`src/msd_pkg.sv`:
```
// ---------------------------------------------------------------------------
// msd_pkg: shared types and constants
// Widths, controller states and the command/status bundles used between the
// controller and the datapath of the mean and deviation block.
// ---------------------------------------------------------------------------
package msd_pkg;

  // Word field widths
  localparam int SampleW = 24;
  localparam int SumW    = 32;
  localparam int SqW     = 56;
  localparam int CountW  = 9;
  localparam int ResW    = 32;

  // Final arithmetic widths
  localparam int ProdW   = 64;   // n*Q, S*S and their difference
  localparam int MW      = 16;   // n*(n-1)
  localparam int DivW    = 80;   // dividend (d << 16)
  localparam int DivSteps = 80;
  localparam int DivCntW = 7;
  localparam int RadW    = 64;
  localparam int RootW   = 32;
  localparam int RemW    = 34;
  localparam int SqrtSteps = 32;
  localparam int SqrtCntW = 5;

  typedef enum logic [2:0] {
    ST_IDLE,
    ST_PRODUCTS,
    ST_DIFF,
    ST_MEAN_WAIT,
    ST_VAR_WAIT,
    ST_ROOT_WAIT
  } msd_state_t;

  // Controller to datapath
  typedef struct packed {
    logic accumulate;
    logic load_products;
    logic load_diff;
    logic div_start;
    logic div_sel_var;
    logic take_mean;
    logic sqrt_start;
    logic emit;
  } msd_cmd_t;

  // Datapath to controller
  typedef struct packed {
    logic div_done;
    logic sqrt_done;
  } msd_status_t;

endpackage

```
`src/msd_ctrl.sv`:
```
// ---------------------------------------------------------------------------
// msd_ctrl: sequencing controller
// Accepts samples while idle and, after the last one, steps the datapath
// through products, difference, two divisions and the square root.
// ---------------------------------------------------------------------------
module msd_ctrl (
  input  logic                  clk,
  input  logic                  rst_n,
  input  logic                  start,
  input  logic                  in_last,
  output logic                  busy,
  output msd_pkg::msd_cmd_t     cmd,
  input  msd_pkg::msd_status_t  status
);
  import msd_pkg::*;

  msd_state_t state_r;
  msd_state_t state_nxt;
  logic       accept;

  assign accept = start && (state_r == ST_IDLE);

  // State register
  always_ff @(posedge clk) begin
    if (!rst_n) begin
      state_r <= ST_IDLE;
    end else begin
      state_r <= state_nxt;
    end
  end

  // Next state
  always_comb begin
    state_nxt = state_r;
    case (state_r)
      ST_IDLE: begin
        if (accept && in_last) state_nxt = ST_PRODUCTS;
      end
      ST_PRODUCTS: state_nxt = ST_DIFF;
      ST_DIFF:     state_nxt = ST_MEAN_WAIT;
      ST_MEAN_WAIT: begin
        if (status.div_done) state_nxt = ST_VAR_WAIT;
      end
      ST_VAR_WAIT: begin
        if (status.div_done) state_nxt = ST_ROOT_WAIT;
      end
      ST_ROOT_WAIT: begin
        if (status.sqrt_done) state_nxt = ST_IDLE;
      end
      default: state_nxt = ST_IDLE;
    endcase
  end

  // Commands
  always_comb begin
    cmd  = '0;
    busy = 1'b1;
    case (state_r)
      ST_IDLE: begin
        busy           = 1'b0;
        cmd.accumulate = accept;
      end
      ST_PRODUCTS: cmd.load_products = 1'b1;
      ST_DIFF: begin
        cmd.load_diff = 1'b1;
        cmd.div_start = 1'b1;
      end
      ST_MEAN_WAIT: begin
        if (status.div_done) begin
          cmd.take_mean   = 1'b1;
          cmd.div_start   = 1'b1;
          cmd.div_sel_var = 1'b1;
        end
      end
      ST_VAR_WAIT: begin
        cmd.div_sel_var = 1'b1;
        cmd.sqrt_start  = status.div_done;
      end
      ST_ROOT_WAIT: cmd.emit = status.sqrt_done;
      default: cmd = '0;
    endcase
  end

endmodule

```
`config.mk`:
```
export PLATFORM = sky130hd
export DESIGN_NAME = msd_ctrl
export DESIGN_NICKNAME = d
export VERILOG_FILES = /design/src/msd_pkg.sv /design/src/msd_ctrl.sv
export SDC_FILE = /design/constraint.sdc
export NUM_CORES = 1
export LEC_CHECK = 0
export ABC_CLOCK_PERIOD_IN_PS = 1450
export BUFFER_PORTS_ARGS = -buffer_cell sky130_fd_sc_hd__buf_2
export CORE_AREA = 2 2 39 41
export DETAILED_ROUTE_END_ITERATION = 7
export DIE_AREA = 0 0 41 43
export GPL_TIMING_DRIVEN = 0
export PLACE_DENSITY = 0.41
export SYNTH_ARGS = -nofsm -noshare
export SYNTH_HDL_FRONTEND = slang
export SYNTH_SLANG_ARGS = --single-unit
```
`constraint.sdc`:
```
create_clock -name clk -period 1.45 [get_ports clk]
set_clock_uncertainty 0.05 [all_clocks]
set_input_delay 0.0725 -clock clk [delete_from_list [all_inputs] [get_ports clk]]
set_output_delay 0.0725 -clock clk [all_outputs]
set_load 0.02 [all_outputs]
```
Word-level counts from Yosys, hierarchy flattened
Index checks and enable logic that the tools add are counted.

Input port bits: 6. Register bits: 3. Output and inout bits: 9.

Reductions and logical operators: 4. Multiplexer cells: 15. Eq/ne operators: 9.

Operator list (count): 3-bit case mux with 6 select lines (1); 3-bit 2-to-1 mux (5); 1-bit 2-to-1 mux (7); 3-bit by 2-bit equality test with 1-bit output, second input constant (2); 3-bit equality test, second input constant (2); 2-bit inequality test, second input constant (3); 1-bit case mux with 2 select lines (2); 4-bit AND reduction (1); 3-bit by 1-bit equality test with 1-bit output, second input constant (1); 3-bit zero test (1); 1-bit logical AND (2); 2-bit by 1-bit inequality test with 1-bit output, second input constant (1).

Logic depth before layout (Yosys ltp)
Depth after elaboration: 5. Mapped depth: 4.

Least setup slack after synthesis
No wires, ideal clock.

Path kind: register to register. From: reg state_r[2]. To: reg state_r[2]. Data arrival time: 1169 ps. Period minus slack after synthesis: 1278 ps. Path buffers: 0. Setup slack: 172 ps. Setup time: 59 ps. Cell stages (with the launch flop): 4. Cell sequence: dfxtp_1 -> nand2b_1 -> o22ai_1 -> o211a_1.

Longest elaborated chain between the ends: 5.

RTL lines: start, declared (line msd_ctrl.sv:17) `msd_state_t state_r;`; start signal, assigned (line msd_ctrl.sv:28) `state_r <= state_nxt;`; 3-bit zero test (line msd_ctrl.sv:21, msd_ctrl.sv:35); 1-bit logical AND (line msd_ctrl.sv:21) `assign accept = start && (state_r == ST_IDLE);`; 1-bit logical AND (line msd_ctrl.sv:37) `if (accept && in_last) state_nxt = ST_PRODUCTS;`; 2-bit by 1-bit inequality test with 1-bit output (no line); 4-bit AND reduction (no line).

Parallel ways exist; a longest one is shown, timed or not. A chain may end at the register's enable or synchronous reset.

==> run_results.csv <==
group,metric,value,unit
clocking,cts.sinks,3,
global_route,antenna_found_initial,0,
synth,synthArstFlopShare,0,
synth,synth_edf_count,0,
global_route,grt_pass1_vias,243,
status,outcome,"finished, final reports clean",
die,dieWidth,41,µm
sta,rsz0062_at_grt,"no",
synth,ys_warn_count,0,
synth,ys_seq_area_frac,0.286,
synth,synth_common_cells,"5 x nor2_1, 4 x nand2_1, 3 x dfxtp_1, 3 x nand2b_1, 3 x nor3b_1",
die,rows,14,
sta,worst_pin_slew,0.203,ns
synth,synth_cells,31,
clocking,ctsResizeCount,0,
final_layout,fin_nets,56,
route,first_pass_iters,2,
final_layout,drive_gt1_frac,0.408,
final_layout,antenna_cells,0,
die,ioPinCount,15,
sta,hold_violations,0,
placed_design,post_dp_cell_area,300,µm²
power_and_ir_drop,power.leakage,0.184,nW
worst_setup_path,crit_type,"reg2out",
route,wl_per_cell,8.75,µm
worst_setup_path,start_kind,"flop",
min_path,worstHoldPathType,"in2reg",
synth,synthesis.nets,37,
placed_design,dp_hpwl,441,µm
route,drt_wl_total,569,µm
clocking,post_cts_buffers,0,
power_and_ir_drop,finalPower,0.380,mW
synth,ys_ff_latch,3,
flow_run,maxCapViolCount,0,
sta,worst_slack,0.0793,ns
placed_design,gp_congestion,0.578,
sta,drv_slew,0,
global_route,grt_pass1_wl,931,µm
global_route,grt_use_total,0.0823,
clocking,cts_tree,"built",
synth,synth_area_per_cell,6.78,µm²
clocking,cts_hold_buffers,0,
clocking,ctsLongestPathBuffers,2,
final_layout,utilization,0.244,
clocking,cts-htree-levels,1,
synth,synth_top_area_share,0.286,
synth,yosys.cell_types.count,15,
final_layout,largest_reg_flops,3,
die,die_h,43,µm
synth,synthesis.area,210,µm²
final_layout,synthToLayoutAreaGrowth,60.7,%
synth,synth_top_area_cell,"dfxtp_1",
sta,period_needed,1.37,ns
die,core_area,1380,µm²
placed_design,portBuffers,14,
final_layout,reg.largest.list,"state_r x3",
final_layout,fin_area,338,µm²
global_route,gr-total-overflow,0,
sta,setup_viol,0,
sta,slew_headroom,0.865,
final_layout,top_register,"state_r",
route,drc,0,
synth,ys.flop_type,"dfxtp_1",
clocking,path_clk_slew,0.04,ns
worst_setup_path,critPathArrivalTime,1.25,ns
worst_setup_path,end_kind,"output pin",
worst_setup_path,required,1.33,ns
sta,fmax,730,MHz
sta,fin_tns_setup,0,ns
global_route,grt_max_degree,11,
route,vias_per_cell,4.22,
synth,synthMostInstantiatedCell,"nor2_1",
clocking,numCtsBuffers,3,
die,start_util,0.152,
power_and_ir_drop,p_per_area,1120,nW/µm²
worst_setup_path,cp_max_fo,10,
route,first_iter_violations,4,
die,die-area,1760,µm²
sta,post-route-period-util,0.945,
clocking,clkLatencyLatePin,0.24,ns
placed_design,post-place-ws,0.253,ns
route,ant_nets,0,
synth,ys_top_cells_by_area,"dfxtp_1 29%, nor3b_1 11%, nand2b_1 8.9%, nor2_1 8.9%, nand2_1 7.1%",
power_and_ir_drop,peakVddDrop,0.000252,V
clocking,cts_root_buf,"clkbuf_4",
route,vias,274,
cells in the final DEF, fill, tap and decap left out, drive strengths merged:
cell / Yosys / final
dfxtp: 3 / 3
o211a: 1 / 1
nor2: 5 / 5
nor3: 2 / 2
a21oi: 2 / 2
inv: 2 / 2
nor3b: 3 / 3
and2: 1 / 1
clkbuf: 0 / 4
buf: 1 / 15
o22ai: 1 / 1
nand2b: 3 / 3
nand2: 4 / 4
o21ai: 1 / 1
nand3: 1 / 1
o311a: 1 / 1
metal layers:
metal,global-route usage,share of wire,vias to the layer above
met3,0.0314,0.081,2
met4,0.0800,0.037,0
met2,0.122,0.50,9
met1,0.0804,0.38,120
li1,-,-,143
met5,0,0,-
path summary, 6_finish.rpt:
check,from,slack [ns],cells past startpoint,end
max,state_r[0],0.08,4,cmd[7]
min,rst_n,0.04,2,state_r[2]
max reg2reg,state_r[1],0.23,3,state_r[0]
min reg2reg,state_r[2],0.49,1,state_r[1]
area by class of cell:
cell class / instances / area [µm²]
Multi-Input combinational cell: 25 / 149
Inverter: 2 / 7.51
Fill cell: 171 / 1050
Tap cell: 16 / 20.0
Buffer: 1 / 5.00
Sequential cell: 3 / 60.1
Timing Repair Buffer: 14 / 70.1
Clock buffer: 4 / 26.3
cells by family after synthesis:
| family | count (synthesis) | synth area share |
|---|---|---|
| compound gates | 6 | 0.196 |
| flops | 3 | 0.286 |
| simple gates | 19 | 0.458 |
| buf+inv | 3 | 0.0595 |
power by group:
| group | internal [mW] | switching (mW) |
|---|---|---|
| clock network | 0.103 | 0.0455 |
| registers | 0.0915 | 0.00906 |
| logic | 0.0503 | 0.0803 |
critical path, cell delays in order, from the launching register on:
cell     delay, ns
dfxtp_1       0.31
buf_2         0.18
nor3_2        0.23
and2_1        0.14
buf_2         0.15
through the flow:
step,cells,hold slack (ns)
6_report,65,0.0408
5_1_grt,65,0.0563
4_1_cts,65,0.0423
3_5_place_dp,61,0.288
3_3_place_gp,61,0.290
2_1_floorplan,31,0.154
Note: power is estimated with default switching activity, not from simulation.
